### config.mk
export PLATFORM = sky130hd
export DESIGN_NAME = ray_weighted_threshold_compositor_unit_flat
export DESIGN_NICKNAME = d
export VERILOG_FILES = /design/src/rtl/rwtc_pkg.sv /design/src/rtl/rwtc_if.sv /design/src/rtl/rwtc_divider.sv /design/src/rtl/ray_weighted_threshold_compositor_unit.sv /design/src/flat_wrapper.sv
export SDC_FILE = /design/constraint.sdc
export NUM_CORES = 2
export LEC_CHECK = 0
export BUFFER_PORTS_ARGS = -buffer_cell sky130_fd_sc_hd__buf_2
export CAP_MARGIN = 15
export CORE_MARGIN = 2
export CORE_UTILIZATION = 51
export DETAILED_ROUTE_END_ITERATION = 8
export GPL_TIMING_DRIVEN = 0
export PLACE_DENSITY_LB_ADDON = 0.15
export SETUP_SLACK_MARGIN = 0.02
export SYNTH_ARGS = -nofsm -noshare
export SYNTH_HDL_FRONTEND = slang
export SYNTH_SLANG_ARGS = --single-unit
### constraint.sdc
create_clock -name clk -period 24.9 [get_ports clk]
set_clock_uncertainty 0.2 [all_clocks]
set_input_delay 2.49 -clock clk [delete_from_list [all_inputs] [get_ports clk]]
set_output_delay 2.49 -clock clk [all_outputs]
set_load 0.01 [all_outputs]
### src/rtl/rwtc_pkg.sv
// Package of the ray compositor: field widths, register indexes and the
// status type shared between the top level and its divider.
// Depends on nothing.

package rwtc_pkg;

	localparam int SAMPLE_W  = 16;
	localparam int WSUM_W    = 48;
	localparam int WGT_W     = 32;
	localparam int LIMIT_W   = 20;
	localparam int SHIFT_W   = 4;
	localparam int CFG_W     = 20;
	localparam int CFG_IDX_W = 2;
	localparam int PROD_W    = 2 * SAMPLE_W;

	// One quotient bit is produced per divider step.
	localparam int DIV_STEPS = WSUM_W;
	localparam int DIV_CNT_W = $clog2(DIV_STEPS);

	localparam logic [SAMPLE_W-1:0] LOW_RESET   = 16'd0;
	localparam logic [SAMPLE_W-1:0] HIGH_RESET  = 16'd65535;
	localparam logic [LIMIT_W-1:0]  LIMIT_RESET = 20'd1024;
	localparam logic [SHIFT_W-1:0]  SHIFT_RESET = 4'd0;

	typedef enum logic [CFG_IDX_W-1:0] {
		REG_LOW_THRESHOLD  = 2'd0,
		REG_HIGH_THRESHOLD = 2'd1,
		REG_WEIGHT_LIMIT   = 2'd2,
		REG_WEIGHT_SHIFT   = 2'd3
	} cfg_reg_t;

	typedef struct packed {
		logic busy;
		logic done;
	} div_stat_t;

endpackage

### src/rtl/rwtc_if.sv
// Handshake interfaces of the ray compositor: the sample channel and the
// pixel channel. Depends on rwtc_pkg for the field widths.

interface rwtc_sample_if;
	logic                               valid;
	logic                               ready;
	logic [rwtc_pkg::SAMPLE_W-1:0]      sample_value;
	logic                               ray_end;

	modport source (output valid, output sample_value, output ray_end, input ready);
	modport sink   (input valid, input sample_value, input ray_end, output ready);
endinterface

interface rwtc_pixel_if;
	logic                               valid;
	logic                               ready;
	logic [rwtc_pkg::SAMPLE_W-1:0]      pixel_value;
	logic                               is_transparent;
	logic                               stopped_early;

	modport source (output valid, output pixel_value, output is_transparent,
		output stopped_early, input ready);
	modport sink   (input valid, input pixel_value, input is_transparent,
		input stopped_early, output ready);
endinterface

### src/rtl/rwtc_divider.sv
// Restoring divider of the ray compositor, one quotient bit per cycle.
// Depends on rwtc_pkg.

module rwtc_divider (
	input  logic                              clk,
	input  logic                              arst_n,
	input  logic                              start,
	input  logic [rwtc_pkg::WSUM_W-1:0]       dividend,
	input  logic [rwtc_pkg::WGT_W-1:0]        divisor,
	output rwtc_pkg::div_stat_t               stat,
	output logic [rwtc_pkg::SAMPLE_W-1:0]     quotient
);

	logic                              busy_q;
	logic                              done_q;
	logic [rwtc_pkg::DIV_CNT_W-1:0]    cnt_q;
	logic [rwtc_pkg::WGT_W-1:0]        rem_q;
	logic [rwtc_pkg::WSUM_W-1:0]       dvd_q;
	logic [rwtc_pkg::WGT_W-1:0]        dvs_q;
	logic [rwtc_pkg::WGT_W:0]          trial;
	logic [rwtc_pkg::WGT_W:0]          diff;

	// Shift the next dividend bit into the partial remainder and try a subtract.
	assign trial = {rem_q, dvd_q[rwtc_pkg::WSUM_W-1]};
	assign diff  = trial - {1'b0, dvs_q};

	always_ff @(posedge clk or negedge arst_n) begin
		if (!arst_n) begin
			busy_q <= 1'b0;
			done_q <= 1'b0;
			cnt_q  <= '0;
		end else begin
			done_q <= 1'b0;
			if (start) begin
				busy_q <= 1'b1;
				cnt_q  <= rwtc_pkg::DIV_CNT_W'(rwtc_pkg::DIV_STEPS - 1);
			end else if (busy_q) begin
				cnt_q <= cnt_q - 1'b1;
				if (cnt_q == '0) begin
					busy_q <= 1'b0;
					done_q <= 1'b1;
				end
			end
		end
	end

	// The dividend register fills with quotient bits from the bottom.
	always_ff @(posedge clk) begin
		if (start) begin
			rem_q <= '0;
			dvd_q <= dividend;
			dvs_q <= divisor;
		end else if (busy_q) begin
			if (!diff[rwtc_pkg::WGT_W]) begin
				rem_q <= diff[rwtc_pkg::WGT_W-1:0];
				dvd_q <= {dvd_q[rwtc_pkg::WSUM_W-2:0], 1'b1};
			end else begin
				rem_q <= trial[rwtc_pkg::WGT_W-1:0];
				dvd_q <= {dvd_q[rwtc_pkg::WSUM_W-2:0], 1'b0};
			end
		end
	end

	assign stat.busy = busy_q;
	assign stat.done = done_q;
	assign quotient  = dvd_q[rwtc_pkg::SAMPLE_W-1:0];

endmodule

### src/rtl/ray_weighted_threshold_compositor_unit.sv
// Top level of the ray compositor: sequencer, shared multiply-add datapath,
// configuration registers and output register. Depends on rwtc_pkg, rwtc_if
// and rwtc_divider.

// The unit takes the samples of one ray front to back on the sample channel
// and emits one pixel per ray, after the beat that carries ray_end. A sample
// counts when it lies inside the window set by low_threshold and
// high_threshold; its weight is the sample shifted right by weight_shift,
// rounded up. The unit keeps the sum of value times weight and the sum of
// weights, and once the weight sum reaches weight_limit the rest of the ray
// is ignored; the pixel reports stopped_early when that happened before the
// ray's last beat. The pixel is the weighted sum divided by the weight sum
// (zero when the weight sum is zero) and is marked transparent when it falls
// outside the window. One sample beat passes through the accept, multiply
// and accumulate steps. A beat with ray_end also runs the restoring divider,
// one quotient bit per cycle over 48 steps; when the weight sum is zero the
// divider is skipped. The finished pixel sits in an output register, so the
// next ray can start while the pixel still waits to be taken; a ray that
// ends while that register is still full waits in its final state until the
// pixel is taken. Configuration writes are taken at any time but are meant
// to be made while the unit is idle.

module ray_weighted_threshold_compositor_unit (
	input  logic                                 clk,
	input  logic                                 arst_n,
	rwtc_sample_if.sink                          sample,
	rwtc_pixel_if.source                         pixel,
	input  logic                                 cfg_we,
	input  logic [rwtc_pkg::CFG_IDX_W-1:0]       cfg_index,
	input  logic [rwtc_pkg::CFG_W-1:0]           cfg_data
);

	typedef enum logic [2:0] {
		ST_IDLE,
		ST_MUL,
		ST_ADD,
		ST_DIV,
		ST_OUT
	} state_t;

	state_t                              state_q;

	// Configuration registers.
	logic [rwtc_pkg::SAMPLE_W-1:0]       low_q;
	logic [rwtc_pkg::SAMPLE_W-1:0]       high_q;
	logic [rwtc_pkg::LIMIT_W-1:0]        limit_q;
	logic [rwtc_pkg::SHIFT_W-1:0]        shift_q;

	// Ray state.
	logic [rwtc_pkg::WSUM_W-1:0]         wsum_q;
	logic [rwtc_pkg::WGT_W-1:0]          wgt_q;
	logic                                ray_done_q;

	// Per-sample working registers.
	logic [rwtc_pkg::SAMPLE_W-1:0]       value_q;
	logic                                last_q;
	logic                                counted_q;
	logic                                done_before_q;
	logic [rwtc_pkg::SAMPLE_W-1:0]       weight_q;
	logic [rwtc_pkg::PROD_W-1:0]         prod_q;
	logic [rwtc_pkg::SAMPLE_W-1:0]       res_q;

	// Output register.
	logic                                pix_valid_q;
	logic [rwtc_pkg::SAMPLE_W-1:0]       pix_value_q;
	logic                                pix_transp_q;
	logic                                pix_early_q;

	logic                                in_beat;
	logic                                in_window;
	logic [rwtc_pkg::SAMPLE_W:0]         round_add;
	logic [rwtc_pkg::SAMPLE_W:0]         weight_full;
	logic [rwtc_pkg::WSUM_W:0]           wsum_add;
	logic [rwtc_pkg::WGT_W:0]            wgt_add;
	logic [rwtc_pkg::WSUM_W-1:0]         wsum_next;
	logic [rwtc_pkg::WGT_W-1:0]          wgt_next;
	logic                                div_start;
	logic                                out_free;
	logic                                pix_load;
	rwtc_pkg::div_stat_t                 div_stat;
	logic [rwtc_pkg::SAMPLE_W-1:0]       div_quot;

	assign sample.ready = (state_q == ST_IDLE);
	assign in_beat      = sample.valid && sample.ready;
	assign in_window    = (sample.sample_value >= low_q) && (sample.sample_value <= high_q);

	// Weight is the value shifted right with rounding up; it always fits the
	// sample width because a carry out only happens for shifts of one or more.
	assign round_add   = {1'b0, value_q} +
		(((rwtc_pkg::SAMPLE_W+1)'(1) << shift_q) - (rwtc_pkg::SAMPLE_W+1)'(1));
	assign weight_full = round_add >> shift_q;

	// Saturating accumulation; the limit keeps the sums far below their widths.
	assign wsum_add  = {1'b0, wsum_q} + (rwtc_pkg::WSUM_W+1)'(prod_q);
	assign wgt_add   = {1'b0, wgt_q} + (rwtc_pkg::WGT_W+1)'(weight_q);
	always_comb begin
		wsum_next = wsum_q;
		wgt_next  = wgt_q;
		if (counted_q) begin
			wsum_next = wsum_add[rwtc_pkg::WSUM_W] ? '1 : wsum_add[rwtc_pkg::WSUM_W-1:0];
			wgt_next  = wgt_add[rwtc_pkg::WGT_W] ? '1 : wgt_add[rwtc_pkg::WGT_W-1:0];
		end
	end

	assign div_start = (state_q == ST_ADD) && last_q && (wgt_next != '0);
	assign out_free  = !pix_valid_q || pixel.ready;
	assign pix_load  = (state_q == ST_OUT) && out_free;

	rwtc_divider u_div (
		.clk      (clk),
		.arst_n   (arst_n),
		.start    (div_start),
		.dividend (wsum_next),
		.divisor  (wgt_next),
		.stat     (div_stat),
		.quotient (div_quot)
	);

	// Configuration port.
	always_ff @(posedge clk or negedge arst_n) begin
		if (!arst_n) begin
			low_q   <= rwtc_pkg::LOW_RESET;
			high_q  <= rwtc_pkg::HIGH_RESET;
			limit_q <= rwtc_pkg::LIMIT_RESET;
			shift_q <= rwtc_pkg::SHIFT_RESET;
		end else if (cfg_we) begin
			unique case (rwtc_pkg::cfg_reg_t'(cfg_index))
				rwtc_pkg::REG_LOW_THRESHOLD:  low_q   <= cfg_data[rwtc_pkg::SAMPLE_W-1:0];
				rwtc_pkg::REG_HIGH_THRESHOLD: high_q  <= cfg_data[rwtc_pkg::SAMPLE_W-1:0];
				rwtc_pkg::REG_WEIGHT_LIMIT:   limit_q <= cfg_data[rwtc_pkg::LIMIT_W-1:0];
				rwtc_pkg::REG_WEIGHT_SHIFT:   shift_q <= cfg_data[rwtc_pkg::SHIFT_W-1:0];
				default: ;
			endcase
		end
	end

	// Sequencer with the ray state and the output valid.
	always_ff @(posedge clk or negedge arst_n) begin
		if (!arst_n) begin
			state_q     <= ST_IDLE;
			wsum_q      <= '0;
			wgt_q       <= '0;
			ray_done_q  <= 1'b0;
			pix_valid_q <= 1'b0;
		end else begin
			// A new pixel may replace one that is taken in the same cycle.
			if (pix_load) begin
				pix_valid_q <= 1'b1;
			end else if (pix_valid_q && pixel.ready) begin
				pix_valid_q <= 1'b0;
			end
			unique case (state_q)
				ST_IDLE: begin
					if (in_beat) begin
						state_q <= ST_MUL;
					end
				end
				ST_MUL: begin
					state_q <= ST_ADD;
				end
				ST_ADD: begin
					if (last_q) begin
						// The divider has taken its operands; start the next ray clean.
						wsum_q     <= '0;
						wgt_q      <= '0;
						ray_done_q <= 1'b0;
						state_q    <= (wgt_next != '0) ? ST_DIV : ST_OUT;
					end else begin
						wsum_q <= wsum_next;
						wgt_q  <= wgt_next;
						if (counted_q && (wgt_next >= rwtc_pkg::WGT_W'(limit_q))) begin
							ray_done_q <= 1'b1;
						end
						state_q <= ST_IDLE;
					end
				end
				ST_DIV: begin
					if (div_stat.done) begin
						state_q <= ST_OUT;
					end
				end
				ST_OUT: begin
					if (out_free) begin
						state_q <= ST_IDLE;
					end
				end
				default: state_q <= ST_IDLE;
			endcase
		end
	end

	// Datapath registers.
	always_ff @(posedge clk) begin
		if (in_beat) begin
			value_q       <= sample.sample_value;
			last_q        <= sample.ray_end;
			counted_q     <= !ray_done_q && in_window;
			done_before_q <= ray_done_q;
		end
		if (state_q == ST_MUL) begin
			weight_q <= weight_full[rwtc_pkg::SAMPLE_W-1:0];
			prod_q   <= value_q * weight_full[rwtc_pkg::SAMPLE_W-1:0];
		end
		if ((state_q == ST_ADD) && (wgt_next == '0)) begin
			res_q <= '0;
		end else if ((state_q == ST_DIV) && div_stat.done) begin
			res_q <= div_quot;
		end
		if (pix_load) begin
			pix_value_q  <= res_q;
			pix_transp_q <= (res_q < low_q) || (res_q > high_q);
			pix_early_q  <= done_before_q;
		end
	end

	assign pixel.valid          = pix_valid_q;
	assign pixel.pixel_value    = pix_value_q;
	assign pixel.is_transparent = pix_transp_q;
	assign pixel.stopped_early  = pix_early_q;

endmodule

### src/flat_wrapper.sv
// flat-port wrapper written by rule: the top's interface ports become plain ports
module ray_weighted_threshold_compositor_unit_flat 
  (clk, arst_n, cfg_we, cfg_index, cfg_data, sample_valid, sample_sample_value, sample_ray_end, sample_ready, pixel_valid, pixel_pixel_value, pixel_is_transparent, pixel_stopped_early, pixel_ready);
  rwtc_sample_if sample_i ();
  rwtc_pixel_if pixel_i ();
  input  logic clk;
  input  logic arst_n;
  input  logic cfg_we;
  input  logic [rwtc_pkg::CFG_IDX_W-1:0] cfg_index;
  input  logic [rwtc_pkg::CFG_W-1:0] cfg_data;
  input wire logic [$bits(sample_i.valid)-1:0] sample_valid;
  input wire logic [$bits(sample_i.sample_value)-1:0] sample_sample_value;
  input wire logic [$bits(sample_i.ray_end)-1:0] sample_ray_end;
  output wire logic [$bits(sample_i.ready)-1:0] sample_ready;
  output wire logic [$bits(pixel_i.valid)-1:0] pixel_valid;
  output wire logic [$bits(pixel_i.pixel_value)-1:0] pixel_pixel_value;
  output wire logic [$bits(pixel_i.is_transparent)-1:0] pixel_is_transparent;
  output wire logic [$bits(pixel_i.stopped_early)-1:0] pixel_stopped_early;
  input wire logic [$bits(pixel_i.ready)-1:0] pixel_ready;
  assign sample_i.valid = sample_valid;
  assign sample_i.sample_value = sample_sample_value;
  assign sample_i.ray_end = sample_ray_end;
  assign sample_ready = sample_i.ready;
  assign pixel_valid = pixel_i.valid;
  assign pixel_pixel_value = pixel_i.pixel_value;
  assign pixel_is_transparent = pixel_i.is_transparent;
  assign pixel_stopped_early = pixel_i.stopped_early;
  assign pixel_i.ready = pixel_ready;
  ray_weighted_threshold_compositor_unit u_core (.clk(clk), .arst_n(arst_n), .sample(sample_i), .pixel(pixel_i), .cfg_we(cfg_we), .cfg_index(cfg_index), .cfg_data(cfg_data));
endmodule
==> flow_summary.yaml <==
synthesis:
  syn_nets: 4006
  netlist.area_leader.share_pct: 15.42
  synthesis.area_um2: 32130
  yosysSeqAreaShare_pct: 30.09
  synth_warnings: 0
  synth_cells: 3464
  async_flop_share_pct: 41.16
  ys_ff_latch: 362
  synthTopCellsByArea: "edfxtp_1, fa_1, ha_1"
  yosysUniqueCellTypes: 98
  synth_largest_area_cell: "edfxtp_1"
  synth_area_per_cell_um2: 9.275
  synth_ff_type: "edfxtp_1"
  synth_edf_count: 165
worst_setup_path:
  slowest_stage: "a221oi_1"
  end_kind: "flop"
  worstRegToRegCells: 41
  worstPathArrival_ns: 13.08
  cp_max_fo: 10
  path_class: "flop to flop"
  crit_path_start_kind: "flop"
  path_common_cell: "fa_1"
  slowest_delay_ns: 1.24
  worst_ep_required_time_ns: 25.03
worst_hold_path:
  whs_path_depth: 0
  holdCritPathClass: "flop to flop"
routing:
  vias: 25870
  drtIter0Drc: 2160
  totalWireLength_mm: 92.83
  wl_per_cell_um: 20.82
  drtPass1Iterations: 5
  m1WireLength_mm: 41.69
  drcViolationCount: 0
  highest_layer: "met5"
  ant_nets: 0
  viasPerCell: 5.802
  met2_wirelength_mm: 42.19
  wl_met3_mm: 4.863
finish:
  layout.area.seq_um2: 9666
  multiInputGateArea_um2: 20270
  area_growth_pct: 8.856
  final_cells: 4459
  diodes: 0
  nNetsFinal: 4119
  fillers: 5906
  layout-drive-gt1-share_pct: 8.193
floorplanning:
  core_um2: 62620
  die_w_um: 255.0
  io_pins: 64
  rows: 92
  die_h_um: 255.0
  initial_utilization_pct: 51.30
  fp.dieArea_um2: 65020
flow_run:
  maxCapViolCount: 0
sta:
  maxSlewViolCount: 8
  hold_viol_final: 0
  min_period_over_period_pct: 51.98
  worst_pin_slew_ns: 1.509
  rsz0062_at_grt: "false"
  finalSetupViolations: 0
  period_needed_ns: 12.94
  slew_headroom_pct: -0.5950
  fmax_mhz: 77.26
  tns_ns: 0
clock_tree:
  cts_hold_buf: 0
  clk_path_buf_depth: 3
  cts_tree: "done"
  h-tree-depth: 2
  cts_buffers: 44
  cts_resized: 0
  cts_setup_buffers: 0
  clock_latency_ns: 0.59
  cts_root_buffer: "clkbuf_16"
  cts_sinks: 362
  clkTransAtPathRegs_ns: 0.06
global_routing:
  track_usage_pct: 28.77
  grt_pass1_vias: 25090
  grt_pass1_wl_mm: 144.1
  overflow: 0
  antenna_found_initial: 1
  grt_max_degree: 84
run_status:
  violations: "max-slew violations"
  run_status: "finished, violations left"
place:
  placedCellCount: 4376
  port_buffers: 63
  dp_hpwl_mm: 72.71
  gp_congestion: 0.9572
==> layout by cell type, fill, tap and decap left out, types with 22 or more instances in the layout <==
master     count
a21oi_1      195
mux2_4        37
a21o_1       107
edfxtp_1     165
nor2_1       239
xnor2_1       69
inv_1        417
clkbuf_1     148
nand3_1       65
mux2i_1       26
ha_1         300
mux2_2        49
dfrtp_1      132
a311oi_1      22
and3_1        40
clkbuf_16     46
nor3_1        68
a22o_1        46
o21a_1        39
nand2b_1      47
and2_1        68
fa_1         198
buf_2         70
nand4_1       34
dfxtp_1       48
o21ai_0      117
a31oi_1       26
nand2_1      364
xor2_1        41
a211oi_1      31
==> critical path, delay by kind of cell, from the launching register on <==
family	cells	cell delay (ns)
AOI/OAI and AO/OA	15	4.32
adders and majority gates	10	4.40
xor gates and xnor gates	1	0.25
DFF	1	0.37
buffers and inverters	9	1.70
and+or+nand+nor	6	1.44
==> kinds of logic after synthesis <==
kind of cell             after synthesis  synth area share, %
AND/OR/NAND/NOR                     1036                15.24
AO/OA/AOI/OAI                        768                16.24
buffers and inverters                573                6.843
adder cells (fa/ha/maj)              498                24.02
flip-flops                           362                30.09
multiplexers                         117                4.572
XOR/XNOR                             110                2.999
==> cell usage after synthesis (17+ instances only) <==
library cell,count
a21o_1,107
nor2b_1,21
and2_1,68
xnor2_1,69
o21a_1,39
nor2_1,240
edfxtp_1,165
nand2b_1,47
nand4_1,34
o21bai_1,21
nor3_1,68
o21ai_0,117
dfstp_2,17
dfrtp_1,132
dfxtp_1,48
mux2i_1,26
inv_1,417
mux2_2,49
a22o_1,46
o211ai_1,21
a31oi_1,26
a21oi_1,195
nor4_1,20
ha_1,300
clkbuf_1,134
and3_1,40
nand2_1,365
a211oi_1,31
a311oi_1,22
mux2_4,37
xor2_1,41
fa_1,198
nand3_1,65
==> flip-flops by register name, indices dropped and copies added (netlist names), 20 cells and up <==
| signal | cells |
|---|---|
| u_core.u_div.dvs_q | 32 |
| u_core.limit_q | 20 |
| u_core.wsum_q | 48 |
| u_core.u_div.rem_q | 32 |
| u_core.u_div.dvd_q | 48 |
| u_core.wgt_q | 32 |
| u_core.prod_q | 32 |
==> final cells by class <==
class	instances	share of cell area (%)
multi-input cells	2529	57.97
flip-flops and latches	362	27.64
inverters	421	4.519
clock buffers	61	3.431
well taps	846	3.027
plain buffers	152	1.767
repair buffers	67	1.195
clock inverters	21	0.4544
==> through the flow <==
stage	setup slack, ns	hold slack, ns	utilization [%]	cell area (um2)
floorplan	14.70	0.2003	-	32130
detailed placement	12.20	0.2257	53.64	33590
global route	11.42	0.2472	55.85	34970
global placement	12.20	0.2136	53.50	33500
CTS	12.14	0.2401	55.81	34950
finish	11.96	0.2370	55.85	34970
==> per-layer routing <==
metal / global-route usage, % / vias to the layer above
li1: - / 12290
met1: 39.79 / 12600
met2: 46.26 / 772
met3: 3.437 / 209
met4: 11.26 / 2
met5: 0 / -
==> worst paths after layout <==
path	from	end	slack, ns
worst max register to register	u_core.shift_q[2]	u_core.prod_q[24]	11.96
min in group asynchronous	arst_n	u_core.u_div.cnt_q[0]	1.64
worst min-delay path	u_core.done_before_q	u_core.pixel.stopped_early	0.24
worst max-delay path	u_core.shift_q[2]	u_core.prod_q[24]	11.96
worst min register to register	u_core.done_before_q	u_core.pixel.stopped_early	0.24
max in group asynchronous	arst_n	u_core.wsum_q[31]	21.94
Power is not shown: default switching activity piles up to over one toggle a cycle in this logic, so the estimate is an artifact.
